File: src/rtl/lts_pkg.sv
// ----------------------------------------------------------------------------
// lts_pkg
// Shared widths, command codes, register indexes and constants of the
// lottery ticket scheduler.
// ----------------------------------------------------------------------------
`default_nettype none

package lts_pkg;

  localparam int CMD_W      = 2;
  localparam int IDX_W      = 4;
  localparam int PRIO_W     = 16;
  localparam int RND_W      = 16;
  localparam int TUP_W      = 16;
  localparam int TKT_W      = 11;
  localparam int WIN_W      = 4;
  localparam int CNT_W      = 5;
  localparam int CYC_W      = 16;
  localparam int ACC_W      = 17;
  localparam int CFG_IDX_W  = 1;
  localparam int CFG_DATA_W = 16;
  localparam int QUO_W      = 7;
  localparam int DCNT_W     = 3;
  localparam int DIVD_W     = PRIO_W + QUO_W;
  localparam int PROD_W     = TKT_W + RND_W;

  typedef enum logic [CMD_W-1:0] {
    CMD_WRITE_PRIO = 2'd0,
    CMD_REBUILD    = 2'd1,
    CMD_DRAW       = 2'd2,
    CMD_REPORT     = 2'd3
  } cmd_e;

  localparam logic [CFG_IDX_W-1:0] CFG_CLIENT_COUNT   = 1'd0;
  localparam logic [CFG_IDX_W-1:0] CFG_REBUILD_PERIOD = 1'd1;

  localparam logic [CNT_W-1:0]  CLIENT_COUNT_RESET   = 5'd1;
  localparam logic [CYC_W-1:0]  REBUILD_PERIOD_RESET = 16'd50;
  localparam logic [QUO_W-1:0]  TICKETS_PER_MAX      = 7'd100;
  localparam logic [TKT_W-1:0]  TICKET_LIMIT         = 11'd2047;
  localparam logic [DCNT_W-1:0] QUO_MSB              = 3'd6;

endpackage

`default_nettype wire

File: src/rtl/lts_if.sv
// ----------------------------------------------------------------------------
// lts_in_if / lts_out_if
// Valid/ready channels for command transactions and result transactions.
// ----------------------------------------------------------------------------
`default_nettype none

interface lts_in_if
  import lts_pkg::*;
();
  logic              valid;
  logic              ready;
  logic [CMD_W-1:0]  command;
  logic [IDX_W-1:0]  client_index;
  logic [PRIO_W-1:0] priority_value;
  logic [RND_W-1:0]  random_value;
  logic [TUP_W-1:0]  tuple_count;

  modport source (
    output valid, command, client_index, priority_value, random_value, tuple_count,
    input  ready
  );
  modport sink (
    input  valid, command, client_index, priority_value, random_value, tuple_count,
    output ready
  );
endinterface

interface lts_out_if
  import lts_pkg::*;
();
  logic             valid;
  logic             ready;
  logic             status;
  logic [WIN_W-1:0] winner;
  logic [TKT_W-1:0] drawn_ticket;
  logic             rebuilt;
  logic [TKT_W-1:0] total_tickets;

  modport source (
    output valid, status, winner, drawn_ticket, rebuilt, total_tickets,
    input  ready
  );
  modport sink (
    input  valid, status, winner, drawn_ticket, rebuilt, total_tickets,
    output ready
  );
endinterface

`default_nettype wire

File: src/rtl/lts_ram.sv
// ----------------------------------------------------------------------------
// lts_ram
// Generic single-write, single-read synchronous RAM with registered read.
// ----------------------------------------------------------------------------
`default_nettype none

module lts_ram #(
  parameter int WIDTH = 16,
  parameter int DEPTH = 16,
  localparam int AW   = $clog2(DEPTH)
) (
  input  logic             clk_i,
  input  logic             we_i,
  input  logic [AW-1:0]    waddr_i,
  input  logic [WIDTH-1:0] wdata_i,
  input  logic [AW-1:0]    raddr_i,
  output logic [WIDTH-1:0] rdata_o
);

  logic [WIDTH-1:0] mem_q [DEPTH];
  logic [WIDTH-1:0] rdata_q;

  always_ff @(posedge clk_i) begin
    if (we_i) begin
      mem_q[waddr_i] <= wdata_i;
    end
    rdata_q <= mem_q[raddr_i];
  end

  assign rdata_o = rdata_q;

endmodule

`default_nettype wire

File: src/rtl/lottery_ticket_scheduler.sv
// a draw reads the total ticket count, scales the random value to a ticket and finds the
//   winner by a binary search of at most ceil(log2 n) probes, one ticket memory read each
// rebuild: a scan for the top priority over the n active clients, then per active
//   client a multiply, the 7-step quotient divider and a ticket write, inactive entries cleared;
// one transaction in flight; the next is taken while the result waits in the output register
// reset: tables read as zero via per-entry valid flags, client count 1, period 50, tuples 0
// ----------------------------------------------------------------------------
// lottery_ticket_scheduler
// Lottery scheduler: priority table and cumulative ticket table in RAM, a
// sequencer that rebuilds tickets, draws winners by binary search and counts
// reported tuples.
// ----------------------------------------------------------------------------
`default_nettype none

module lottery_ticket_scheduler
  import lts_pkg::*;
#(
  parameter int MAX_CLIENTS = 16
) (
  input  logic                  clk_i,
  input  logic                  rst_ni,
  input  logic                  cfg_we_i,
  input  logic [CFG_IDX_W-1:0]  cfg_idx_i,
  input  logic [CFG_DATA_W-1:0] cfg_data_i,
  lts_in_if.sink                in_i,
  lts_out_if.source             out_o
);

  localparam int IW = $clog2(MAX_CLIENTS);
  localparam logic [IW-1:0] LAST_SLOT = IW'(MAX_CLIENTS - 1);

  localparam logic [3:0] S_IDLE     = 4'd0;
  localparam logic [3:0] S_DISPATCH = 4'd1;
  localparam logic [3:0] S_MAX_SCAN = 4'd2;
  localparam logic [3:0] S_BLD_MUL  = 4'd3;
  localparam logic [3:0] S_BLD_DIV  = 4'd4;
  localparam logic [3:0] S_BLD_WR   = 4'd5;
  localparam logic [3:0] S_TOT      = 4'd6;
  localparam logic [3:0] S_TKT      = 4'd7;
  localparam logic [3:0] S_SRCH     = 4'd8;
  localparam logic [3:0] S_FIN_RD   = 4'd9;
  localparam logic [3:0] S_FIN      = 4'd10;
  localparam logic [3:0] S_DONE     = 4'd11;

  logic [3:0]        state_q, state_d;
  logic [IW-1:0]     ptr_q, ptr_d;
  cmd_e              cmd_q, cmd_d;
  logic [IDX_W-1:0]  idx_q, idx_d;
  logic [PRIO_W-1:0] prio_q, prio_d;
  logic [RND_W-1:0]  rnd_q, rnd_d;
  logic [TUP_W-1:0]  tup_q, tup_d;
  logic [CNT_W-1:0]  client_count_q;
  logic [CYC_W-1:0]  rebuild_period_q;
  logic [ACC_W-1:0]  tuples_q, tuples_d;
  logic [PRIO_W-1:0] top_q, top_d;
  logic [TKT_W-1:0]  run_q, run_d;
  logic [DIVD_W-1:0] rem_q, rem_d;
  logic [DIVD_W-1:0] dvs_q, dvs_d;
  logic [QUO_W-1:0]  quo_q, quo_d;
  logic [DCNT_W-1:0] bit_q, bit_d;
  logic [PROD_W-1:0] prod_q, prod_d;
  logic [IW-1:0]     lo_q, lo_d;
  logic [IW-1:0]     hi_q, hi_d;
  logic [TKT_W-1:0]  ticket_q, ticket_d;
  logic [WIN_W-1:0]  winner_q, winner_d;
  logic              status_q, status_d;
  logic              rebuilt_q, rebuilt_d;
  logic [TKT_W-1:0]  total_q, total_d;

  logic              out_valid_q, out_valid_d;
  logic              out_status_q;
  logic [WIN_W-1:0]  out_winner_q;
  logic [TKT_W-1:0]  out_ticket_q;
  logic              out_rebuilt_q;
  logic [TKT_W-1:0]  out_total_q;
  logic              out_load;

  logic [MAX_CLIENTS-1:0] p_vld_q, p_vld_d;
  logic [MAX_CLIENTS-1:0] c_vld_q, c_vld_d;
  logic                   p_rvld_q, c_rvld_q;

  logic              p_we;
  logic [IW-1:0]     p_waddr;
  logic [PRIO_W-1:0] p_rdata, p_rd;
  logic              c_we;
  logic [TKT_W-1:0]  c_wdata;
  logic [TKT_W-1:0]  c_rdata, c_rd;

  logic [IW-1:0]     last_idx;
  logic [ACC_W-1:0]  tup_sum;
  logic [TKT_W:0]    run_sum;
  logic [TKT_W-1:0]  run_sat;
  logic [IW-1:0]     lo_n, hi_n;
  logic [IW:0]       mid_sum;
  logic              div_ge;

  lts_ram #(
    .WIDTH (PRIO_W),
    .DEPTH (MAX_CLIENTS)
  ) u_prio_ram (
    .clk_i   (clk_i),
    .we_i    (p_we),
    .waddr_i (p_waddr),
    .wdata_i (prio_q),
    .raddr_i (ptr_d),
    .rdata_o (p_rdata)
  );

  lts_ram #(
    .WIDTH (TKT_W),
    .DEPTH (MAX_CLIENTS)
  ) u_ticket_ram (
    .clk_i   (clk_i),
    .we_i    (c_we),
    .waddr_i (ptr_q),
    .wdata_i (c_wdata),
    .raddr_i (ptr_d),
    .rdata_o (c_rdata)
  );

  // never-written entries read as zero
  assign p_rd = p_rvld_q ? p_rdata : '0;
  assign c_rd = c_rvld_q ? c_rdata : '0;

  always_comb begin
    if (client_count_q == '0) begin
      last_idx = '0;
    end else if (int'(client_count_q) > MAX_CLIENTS) begin
      last_idx = LAST_SLOT;
    end else begin
      last_idx = IW'(client_count_q - CNT_W'(1));
    end
  end

  assign tup_sum = tuples_q + ACC_W'(tup_q);
  assign run_sum = {1'b0, run_q} + (TKT_W + 1)'(quo_q);
  assign run_sat = (run_sum > {1'b0, TICKET_LIMIT}) ? TICKET_LIMIT : run_sum[TKT_W-1:0];
  assign div_ge  = (rem_q >= dvs_q);
  assign p_waddr = IW'(idx_q);

  // binary search bounds for the next probe
  always_comb begin
    if (state_q == S_SRCH) begin
      if (c_rd >= ticket_q) begin
        lo_n = lo_q;
        hi_n = ptr_q;
      end else begin
        lo_n = ptr_q + IW'(1);
        hi_n = hi_q;
      end
    end else begin
      lo_n = '0;
      hi_n = last_idx;
    end
    mid_sum = {1'b0, lo_n} + {1'b0, hi_n};
  end

  always_comb begin
    state_d   = state_q;
    ptr_d     = ptr_q;
    cmd_d     = cmd_q;
    idx_d     = idx_q;
    prio_d    = prio_q;
    rnd_d     = rnd_q;
    tup_d     = tup_q;
    tuples_d  = tuples_q;
    top_d     = top_q;
    run_d     = run_q;
    rem_d     = rem_q;
    dvs_d     = dvs_q;
    quo_d     = quo_q;
    bit_d     = bit_q;
    prod_d    = prod_q;
    lo_d      = lo_q;
    hi_d      = hi_q;
    ticket_d  = ticket_q;
    winner_d  = winner_q;
    status_d  = status_q;
    rebuilt_d = rebuilt_q;
    total_d   = total_q;
    p_we      = 1'b0;
    c_we      = 1'b0;
    c_wdata   = '0;
    out_load  = 1'b0;

    case (state_q)
      S_IDLE: begin
        if (in_i.valid) begin
          cmd_d     = cmd_e'(in_i.command);
          idx_d     = in_i.client_index;
          prio_d    = in_i.priority_value;
          rnd_d     = in_i.random_value;
          tup_d     = in_i.tuple_count;
          status_d  = 1'b0;
          rebuilt_d = 1'b0;
          winner_d  = '0;
          ticket_d  = '0;
          state_d   = S_DISPATCH;
        end
      end
      S_DISPATCH: begin
        case (cmd_q)
          CMD_WRITE_PRIO: begin
            p_we    = (int'(idx_q) < MAX_CLIENTS);
            state_d = S_FIN_RD;
          end
          CMD_REBUILD: begin
            ptr_d   = '0;
            top_d   = '0;
            state_d = S_MAX_SCAN;
          end
          CMD_DRAW: begin
            ptr_d   = last_idx;
            state_d = S_TOT;
          end
          CMD_REPORT: begin
            if (tup_sum >= ACC_W'(rebuild_period_q)) begin
              tuples_d = '0;
              ptr_d    = '0;
              top_d    = '0;
              state_d  = S_MAX_SCAN;
            end else begin
              tuples_d = tup_sum;
              state_d  = S_FIN_RD;
            end
          end
          default: begin
            state_d = S_FIN_RD;
          end
        endcase
      end
      S_MAX_SCAN: begin
        if (p_rd > top_q) begin
          top_d = p_rd;
        end
        if (ptr_q == last_idx) begin
          if (top_d == '0) begin
            status_d = 1'b1;
            state_d  = S_FIN_RD;
          end else begin
            ptr_d   = '0;
            run_d   = '0;
            state_d = S_BLD_MUL;
          end
        end else begin
          ptr_d = ptr_q + IW'(1);
        end
      end
      S_BLD_MUL: begin
        if (ptr_q <= last_idx) begin
          rem_d   = DIVD_W'(p_rd) * DIVD_W'(TICKETS_PER_MAX);
          dvs_d   = DIVD_W'(top_q) << (QUO_W - 1);
          quo_d   = '0;
          bit_d   = QUO_MSB;
          state_d = S_BLD_DIV;
        end else begin
          // inactive entries are cleared
          c_we = 1'b1;
          if (ptr_q == LAST_SLOT) begin
            rebuilt_d = 1'b1;
            state_d   = S_FIN_RD;
          end else begin
            ptr_d = ptr_q + IW'(1);
          end
        end
      end
      S_BLD_DIV: begin
        if (div_ge) begin
          rem_d = rem_q - dvs_q;
        end
        quo_d = {quo_q[QUO_W-2:0], div_ge};
        dvs_d = dvs_q >> 1;
        if (bit_q == '0) begin
          state_d = S_BLD_WR;
        end else begin
          bit_d = bit_q - DCNT_W'(1);
        end
      end
      S_BLD_WR: begin
        c_we    = 1'b1;
        c_wdata = run_sat;
        run_d   = run_sat;
        if (ptr_q == LAST_SLOT) begin
          rebuilt_d = 1'b1;
          state_d   = S_FIN_RD;
        end else begin
          ptr_d   = ptr_q + IW'(1);
          state_d = S_BLD_MUL;
        end
      end
      S_TOT: begin
        if (c_rd == '0) begin
          status_d = 1'b1;
          state_d  = S_FIN_RD;
        end else begin
          prod_d  = PROD_W'(c_rd) * PROD_W'(rnd_q);
          state_d = S_TKT;
        end
      end
      S_TKT: begin
        ticket_d = TKT_W'(prod_q >> RND_W) + TKT_W'(1);
        lo_d     = lo_n;
        hi_d     = hi_n;
        if (lo_n == hi_n) begin
          winner_d = WIN_W'(lo_n);
          state_d  = S_FIN_RD;
        end else begin
          ptr_d   = mid_sum[IW:1];
          state_d = S_SRCH;
        end
      end
      S_SRCH: begin
        lo_d = lo_n;
        hi_d = hi_n;
        if (lo_n == hi_n) begin
          winner_d = WIN_W'(lo_n);
          state_d  = S_FIN_RD;
        end else begin
          ptr_d = mid_sum[IW:1];
        end
      end
      S_FIN_RD: begin
        ptr_d   = last_idx;
        state_d = S_FIN;
      end
      S_FIN: begin
        total_d = c_rd;
        state_d = S_DONE;
      end
      S_DONE: begin
        if (!out_valid_q || out_o.ready) begin
          out_load = 1'b1;
          state_d  = S_IDLE;
        end
      end
      default: begin
        state_d = S_IDLE;
      end
    endcase
  end

  always_comb begin
    p_vld_d = p_vld_q;
    c_vld_d = c_vld_q;
    if (p_we) begin
      p_vld_d[p_waddr] = 1'b1;
    end
    if (c_we) begin
      c_vld_d[ptr_q] = 1'b1;
    end
  end

  always_comb begin
    if (out_load) begin
      out_valid_d = 1'b1;
    end else if (out_o.ready) begin
      out_valid_d = 1'b0;
    end else begin
      out_valid_d = out_valid_q;
    end
  end

  always_ff @(posedge clk_i or negedge rst_ni) begin
    if (!rst_ni) begin
      state_q          <= S_IDLE;
      ptr_q            <= '0;
      client_count_q   <= CLIENT_COUNT_RESET;
      rebuild_period_q <= REBUILD_PERIOD_RESET;
      tuples_q         <= '0;
      out_valid_q      <= 1'b0;
      p_vld_q          <= '0;
      c_vld_q          <= '0;
      p_rvld_q         <= 1'b0;
      c_rvld_q         <= 1'b0;
    end else begin
      state_q     <= state_d;
      ptr_q       <= ptr_d;
      tuples_q    <= tuples_d;
      out_valid_q <= out_valid_d;
      p_vld_q     <= p_vld_d;
      c_vld_q     <= c_vld_d;
      p_rvld_q    <= p_vld_q[ptr_d];
      c_rvld_q    <= c_vld_q[ptr_d];
      if (cfg_we_i) begin
        case (cfg_idx_i)
          CFG_CLIENT_COUNT:   client_count_q   <= cfg_data_i[CNT_W-1:0];
          CFG_REBUILD_PERIOD: rebuild_period_q <= cfg_data_i[CYC_W-1:0];
          default: ;
        endcase
      end
    end
  end

  always_ff @(posedge clk_i) begin
    cmd_q     <= cmd_d;
    idx_q     <= idx_d;
    prio_q    <= prio_d;
    rnd_q     <= rnd_d;
    tup_q     <= tup_d;
    top_q     <= top_d;
    run_q     <= run_d;
    rem_q     <= rem_d;
    dvs_q     <= dvs_d;
    quo_q     <= quo_d;
    bit_q     <= bit_d;
    prod_q    <= prod_d;
    lo_q      <= lo_d;
    hi_q      <= hi_d;
    ticket_q  <= ticket_d;
    winner_q  <= winner_d;
    status_q  <= status_d;
    rebuilt_q <= rebuilt_d;
    total_q   <= total_d;
    if (out_load) begin
      out_status_q  <= status_q;
      out_winner_q  <= winner_q;
      out_ticket_q  <= ticket_q;
      out_rebuilt_q <= rebuilt_q;
      out_total_q   <= total_q;
    end
  end

  assign in_i.ready          = (state_q == S_IDLE);
  assign out_o.valid         = out_valid_q;
  assign out_o.status        = out_status_q;
  assign out_o.winner        = out_winner_q;
  assign out_o.drawn_ticket  = out_ticket_q;
  assign out_o.rebuilt       = out_rebuilt_q;
  assign out_o.total_tickets = out_total_q;

`ifndef NO_ASSERTIONS
  a_accept_dispatch : assert property (@(posedge clk_i) disable iff (!rst_ni)
    in_i.valid && in_i.ready |=> state_q == S_DISPATCH)
    else $error("accepted transaction not dispatched");

  a_search_bounds : assert property (@(posedge clk_i) disable iff (!rst_ni)
    state_q == S_SRCH |-> lo_q < hi_q && ptr_q >= lo_q && ptr_q < hi_q)
    else $error("search probe outside bounds");

  a_quotient_range : assert property (@(posedge clk_i) disable iff (!rst_ni)
    state_q == S_BLD_WR |-> quo_q <= TICKETS_PER_MAX)
    else $error("ticket quotient above limit");

  a_build_top : assert property (@(posedge clk_i) disable iff (!rst_ni)
    state_q == S_BLD_MUL || state_q == S_BLD_DIV |-> top_q != '0)
    else $error("rebuild with zero maximum priority");

  a_draw_result : assert property (@(posedge clk_i) disable iff (!rst_ni)
    out_o.valid && out_o.drawn_ticket != '0 |-> !out_o.status && !out_o.rebuilt)
    else $error("drawn ticket with error or rebuild");
`endif

endmodule

`default_nettype wire

File: src/flat_wrapper.sv
// flat-port wrapper written by rule: the top's interface ports become plain ports
module lottery_ticket_scheduler_flat import lts_pkg::*;
#(
  parameter int MAX_CLIENTS = 16
)
  (clk_i, rst_ni, cfg_we_i, cfg_idx_i, cfg_data_i, in_i_valid, in_i_command, in_i_client_index, in_i_priority_value, in_i_random_value, in_i_tuple_count, in_i_ready, out_o_valid, out_o_status, out_o_winner, out_o_drawn_ticket, out_o_rebuilt, out_o_total_tickets, out_o_ready);
  lts_in_if in_i_i ();
  lts_out_if out_o_i ();
  input  logic clk_i;
  input  logic rst_ni;
  input  logic cfg_we_i;
  input  logic [CFG_IDX_W-1:0] cfg_idx_i;
  input  logic [CFG_DATA_W-1:0] cfg_data_i;
  input wire logic [$bits(in_i_i.valid)-1:0] in_i_valid;
  input wire logic [$bits(in_i_i.command)-1:0] in_i_command;
  input wire logic [$bits(in_i_i.client_index)-1:0] in_i_client_index;
  input wire logic [$bits(in_i_i.priority_value)-1:0] in_i_priority_value;
  input wire logic [$bits(in_i_i.random_value)-1:0] in_i_random_value;
  input wire logic [$bits(in_i_i.tuple_count)-1:0] in_i_tuple_count;
  output wire logic [$bits(in_i_i.ready)-1:0] in_i_ready;
  output wire logic [$bits(out_o_i.valid)-1:0] out_o_valid;
  output wire logic [$bits(out_o_i.status)-1:0] out_o_status;
  output wire logic [$bits(out_o_i.winner)-1:0] out_o_winner;
  output wire logic [$bits(out_o_i.drawn_ticket)-1:0] out_o_drawn_ticket;
  output wire logic [$bits(out_o_i.rebuilt)-1:0] out_o_rebuilt;
  output wire logic [$bits(out_o_i.total_tickets)-1:0] out_o_total_tickets;
  input wire logic [$bits(out_o_i.ready)-1:0] out_o_ready;
  assign in_i_i.valid = in_i_valid;
  assign in_i_i.command = in_i_command;
  assign in_i_i.client_index = in_i_client_index;
  assign in_i_i.priority_value = in_i_priority_value;
  assign in_i_i.random_value = in_i_random_value;
  assign in_i_i.tuple_count = in_i_tuple_count;
  assign in_i_ready = in_i_i.ready;
  assign out_o_valid = out_o_i.valid;
  assign out_o_status = out_o_i.status;
  assign out_o_winner = out_o_i.winner;
  assign out_o_drawn_ticket = out_o_i.drawn_ticket;
  assign out_o_rebuilt = out_o_i.rebuilt;
  assign out_o_total_tickets = out_o_i.total_tickets;
  assign out_o_i.ready = out_o_ready;
  lottery_ticket_scheduler #(.MAX_CLIENTS(MAX_CLIENTS)) u_core (.clk_i(clk_i), .rst_ni(rst_ni), .cfg_we_i(cfg_we_i), .cfg_idx_i(cfg_idx_i), .cfg_data_i(cfg_data_i), .in_i(in_i_i), .out_o(out_o_i));
endmodule
File: config.mk
export PLATFORM = sky130hd
export DESIGN_NAME = lottery_ticket_scheduler_flat
export DESIGN_NICKNAME = d
export VERILOG_FILES = /design/src/rtl/lts_pkg.sv /design/src/rtl/lts_if.sv /design/src/rtl/lts_ram.sv /design/src/rtl/lottery_ticket_scheduler.sv /design/src/flat_wrapper.sv
export SDC_FILE = /design/constraint.sdc
export NUM_CORES = 2
export LEC_CHECK = 0
export BUFFER_PORTS_ARGS = -buffer_cell sky130_fd_sc_hd__buf_4
export CAP_MARGIN = 20
export CORE_MARGIN = 4
export CORE_UTILIZATION = 43
export DETAILED_ROUTE_END_ITERATION = 10
export GPL_ROUTABILITY_DRIVEN = 0
export PLACE_DENSITY_LB_ADDON = 0.25
export SLEW_MARGIN = 20
export SYNTH_ARGS = -nofsm -noshare
export SYNTH_HDL_FRONTEND = slang
export SYNTH_SLANG_ARGS = --single-unit
export TNS_END_PERCENT = 100
File: constraint.sdc
create_clock -name clk_i -period 15.1 [get_ports clk_i]
set_input_delay 0.755 -clock clk_i [delete_from_list [all_inputs] [get_ports clk_i]]
set_output_delay 0.755 -clock clk_i [all_outputs]
set_load 0.01 [all_outputs]
==> reports/summary.txt <==
==========================================================================================
Worst Setup Start Kind                                                                flop
Diode insertion count for antenna repair                                                 0
Actual slew at the worst max-slew pin                                              1.12 ns
Effective utilization at floorplan                                                   0.433
Layout Nets                                                                           3528
Count of buffers inserted at the top-level ports                                       105
Overall die area                                                                 97000 um2
Area of the placeable core                                                       91500 um2
PD cells                                                                        213 nW/um2
Crit path setup slack, layout                                                      6.06 ns
# clock sinks                                                                          751
Fill cell count                                                                       7911
Endpoint of the worst-slack reg-to-reg timing path                            u_core.u_prio_ram.rdata_o[9]$_DFF_P_
Main area contributors after synthesis                                        edfxtp_1 49%, mux2i_1 9.6%, fa_1 7.0%
Worst vdd rail ir drop                                                            0.166 mV
Share of total power in sequential cells                                             0.306
Count of flip-flops with a built-in enable after synthesis                             643
Remaining antenna violation count                                                        0
Area taken by flip-flops and latches                                             21900 um2
Number of search-and-repair iterations in the first detailed-routing pass                7
Largest net degree at the start of global routing                                       76
Critical Setup Path Class                                                     flop to flop
Total routing resource utilization after global routing                              0.182
Share of Yosys cell area claimed by the top area cell type                           0.488
Startpoint of the worst hold path                                             in_i_tuple_count[7]
Buffer cell driving the clock tree root                                          clkbuf_16
Category of the worst setup path capture point                                        flop
Initial antenna violation count                                                          0
Total wire length                                                                  88.7 mm
Depth of the worst hold-timing path                                                      1
CTS HTree Levels                                                                         3
Sequential cell area fraction in the yosys report                                    0.553
Status                                                                           completed
Area growth from synthesis to layout                                                 13.1%
Placement-stage worst setup slack                                                  6.08 ns
Core utilization of the finished layout                                              0.489
Final critical-path share of the clock period                                        0.598
Unique masters post-synth                                                               90
Overflow left after global routing                                                       0
LEAKAGE                                                                            18.5 nW
Number of top-level design ports                                                       106
Clk Latency, worst-skew pair                                                       0.67 ns
Sw power                                                                         0.00367 W
Most frequent cells in the layout                                             643 x edfxtp_1, 378 x mux2i_1, 273 x inv_1
HPWL after detailed placement                                                      58.2 mm
Via count of the first global-routing pass                                           25000
Number of maximum-capacitance violations                                                 0
Area of the mapped netlist                                                       39600 um2
Proportion of layout cells with a drive suffix above 1                               0.144
Final Hold Fails                                                                         0
Most common cell after layout, fill and taps aside                                edfxtp_1
Die Y                                                                               311 um
Total power                                                                      0.00954 W
Primary flip-flop cell chosen by synthesis mapping                                edfxtp_1
Syn Inst Count                                                                        2970
Async set-reset flop share out of synthesis                                          0.108
Cell Int Power                                                                   0.00587 W
Post-Synthesis Net Count                                                              3403
Flip-flop and latch count after synthesis                                              751
CP required                                                                       15.66 ns
Pins over their slew limit                                                               0
Post-Route Setup TNS                                                                  0 ns
Area occupied by multi-input gates                                               16200 um2
Clock edge transition at the registers on the reported setup and hold paths        0.06 ns
Worst Hold Class                                                              input port to flop
Proportion of total power due to net switching                                       0.385
Post-DR vias/cell                                                                     5.38
WP data arrival                                                                    9.60 ns
Share of power burned in the clock network                                           0.221
Destination of the worst hold path                                            u_core.tup_q[7]$_DFFE_PP_
Final critical path time including I/O delays and setup                            9.04 ns
# placed instances                                                                    4195
Origin of the critical flop-to-flop path                                      u_core.c_rvld_q$_DFF_PN0_
Combinational group share of total power                                             0.473
Cts bufs inserted                                                                       83
Setup clock skew after layout                                                    0.0516 ns
Number of placement rows                                                               111
Setup slack on the worst flop-to-flop path                                         6.06 ns
Number of warnings printed during yosys synthesis                                        0
Quantity of gates resized following cts                                                  0
Setup repair after global routing missed its margin                                     no
TritonCTS clock tree                                                                   yes
Highest Clock Rate                                                               0.111 GHz
Final cell count without fillers                                                      4352
First-pass GRT wire length                                                          139 mm
Routed length per instance                                                         20.4 um
Cell type with the highest aggregate area in the netlist                          edfxtp_1
Syn Area/Cell                                                                     13.3 um2
Die width                                                                           311 um
Crit-path max FO                                                                        75
Number of remaining DRC errors                                                           0
Number of buffers on the longest clock path                                              3
Worst rel slew slack                                                                 0.250
Routed vias                                                                          23400
Setup violations, final                                                                  0
Starting DRT DRC Count                                                                1477
Number of cells on the worst reg-to-reg path                                            27
==========================================================================================
==> layer usage <==
metal	routed length [um]	part of all wire	vias to the layer above	GRT usage
li1	-	-	10900	-
met1	38000	0.43	11800	0.232
met2	44000	0.50	508	0.316
met3	3690	0.042	159	0.0291
met4	2970	0.034	0	0.0657
met5	0	0	-	0
==> timing repair <==
action,in CTS,in global routing
hold buffers,1,0
endpoints found under the hold margin,17,0
setup buffers,0,0
==> sequential cells by signal, indices dropped and copies added (netlist names), 5 cells and up <==
register                     cells
u_core.tup_q                    16
u_core.top_q                    16
u_core.p_vld_q                  16
u_core.run_q                    11
u_core.out_o.total_tickets      11
u_core.client_count_q            5
u_core.rnd_q                    16
u_core.out_o.drawn_ticket       11
u_core.total_q                  11
u_core.quo_q                     7
u_core.prio_q                   16
u_core.rebuild_period_q         16
u_core.u_ticket_ram.mem_q      176
u_core.dvs_q                    22
u_core.u_prio_ram.rdata_o       16
u_core.tuples_q                 17
u_core.rem_q                    23
u_core.u_ticket_ram.rdata_o     11
u_core.c_vld_q                  16
u_core.u_prio_ram.mem_q        256
u_core.prod_q                   11
u_core.ticket_q                 11
==> synth_stat cells (all sizes together) (27+ instances only) <==
cell type,n
and3,75
inv,274
or2,35
a21oi,91
mux4,29
xnor2,46
dfrtp,77
o21ai,73
buf,46
ha,218
nand2,225
mux2i,379
fa,139
edfxtp,643
dfxtp,27
clkbuf,75
nor2,140
xor2,27
nor3,31
==> layout make-up <==
type                    instances  share of cell area
flip-flops and latches        751               0.489
multi-input cells            1821               0.363
clock buffers                 111              0.0532
well taps                    1186              0.0331
repair buffers                161              0.0270
inverters                     277              0.0232
clock inverters                45              0.0122
==> power by group through the flow <==
stage | combinational (W) | sequential [W] | clock [W]
5_1_grt | 0.00505 | 0.00295 | 0.00225
2_1_floorplan | 0.00362 | 0.00282 | 0
3_5_place_dp | 0.00454 | 0.00296 | 0
6_report | 0.00451 | 0.00292 | 0.00210
3_3_place_gp | 0.00440 | 0.00295 | 0
4_1_cts | 0.00457 | 0.00292 | 0.00215
==> worst max-delay path by stage <==
stage / start / endpoint / slack [ns] / depth (start not counted)
6_report: u_core.c_rvld_q$_DFF_PN0_ / u_core.u_prio_ram.rdata_o[9]$_DFF_P_ / 6.06 / 27
5_1_grt: u_core.c_rvld_q$_DFF_PN0_ / u_core.u_prio_ram.rdata_o[10]$_DFF_P_ / 5.48 / 27
4_1_cts: u_core.c_rvld_q$_DFF_PN0_ / u_core.u_prio_ram.rdata_o[9]$_DFF_P_ / 6.05 / 27
3_5_place_dp: u_core.c_rvld_q$_DFF_PN0_ / u_core.u_prio_ram.rdata_o[9]$_DFF_P_ / 6.08 / 27
3_3_place_gp: u_core.c_rvld_q$_DFF_PN0_ / u_core.u_prio_ram.rdata_o[9]$_DFF_P_ / 6.32 / 27
2_1_floorplan: u_core.c_rvld_q$_DFF_PN0_ / u_core.c_rvld_q$_DFF_PN0_ / 8.78 / 28
==> critical path, stage by stage, from the launching register on <==
cell       delay (ns)
dfrtp_1          0.32
buf_4            0.45
and2_1           0.21
buf_4            0.20
ha_1             0.26
nor2b_1          0.14
o21a_1           0.16
o21a_1           0.16
o21a_1           0.16
o21a_1           0.16
o21a_1           0.16
o31a_1           0.27
o21ai_0          0.16
a21oi_1          0.34
mux2i_1          0.23
mux2i_1          0.34
ha_1             0.30
or4_1            0.65
a21oi_1          0.20
o21ai_1          0.08
o211ai_1         0.27
a2111oi_2        0.11
a21oi_4          0.78
buf_4            0.93
buf_4            0.88
mux2i_1          0.19
mux4_2           0.51
mux2i_1          0.18
==> through the flow <==
stage	hold slack (ns)	instance area (um2)
2_1_floorplan	0.400	39600
3_3_place_gp	0.403	41800
3_5_place_dp	0.405	41800
4_1_cts	0.209	44800
5_1_grt	0.227	44800
6_report	0.257	44800
==> cells by family (layout without fill, tap and decap cells) <==
| kind of cell | after synthesis | count (layout) | share of synthesized area |
|---|---|---|---|
| buffers and inverters | 398 | 594 | 0.0420 |
| XOR/XNOR | 73 | 73 | 0.0161 |
| flip-flops | 751 | 751 | 0.553 |
| AND/OR/NAND/NOR | 662 | 662 | 0.0821 |
| AO/OA/AOI/OAI | 300 | 300 | 0.0495 |
| multiplexers | 428 | 428 | 0.118 |
| adder cells (fa/ha/maj) | 358 | 358 | 0.139 |
Power figures use the tool's default switching activity.
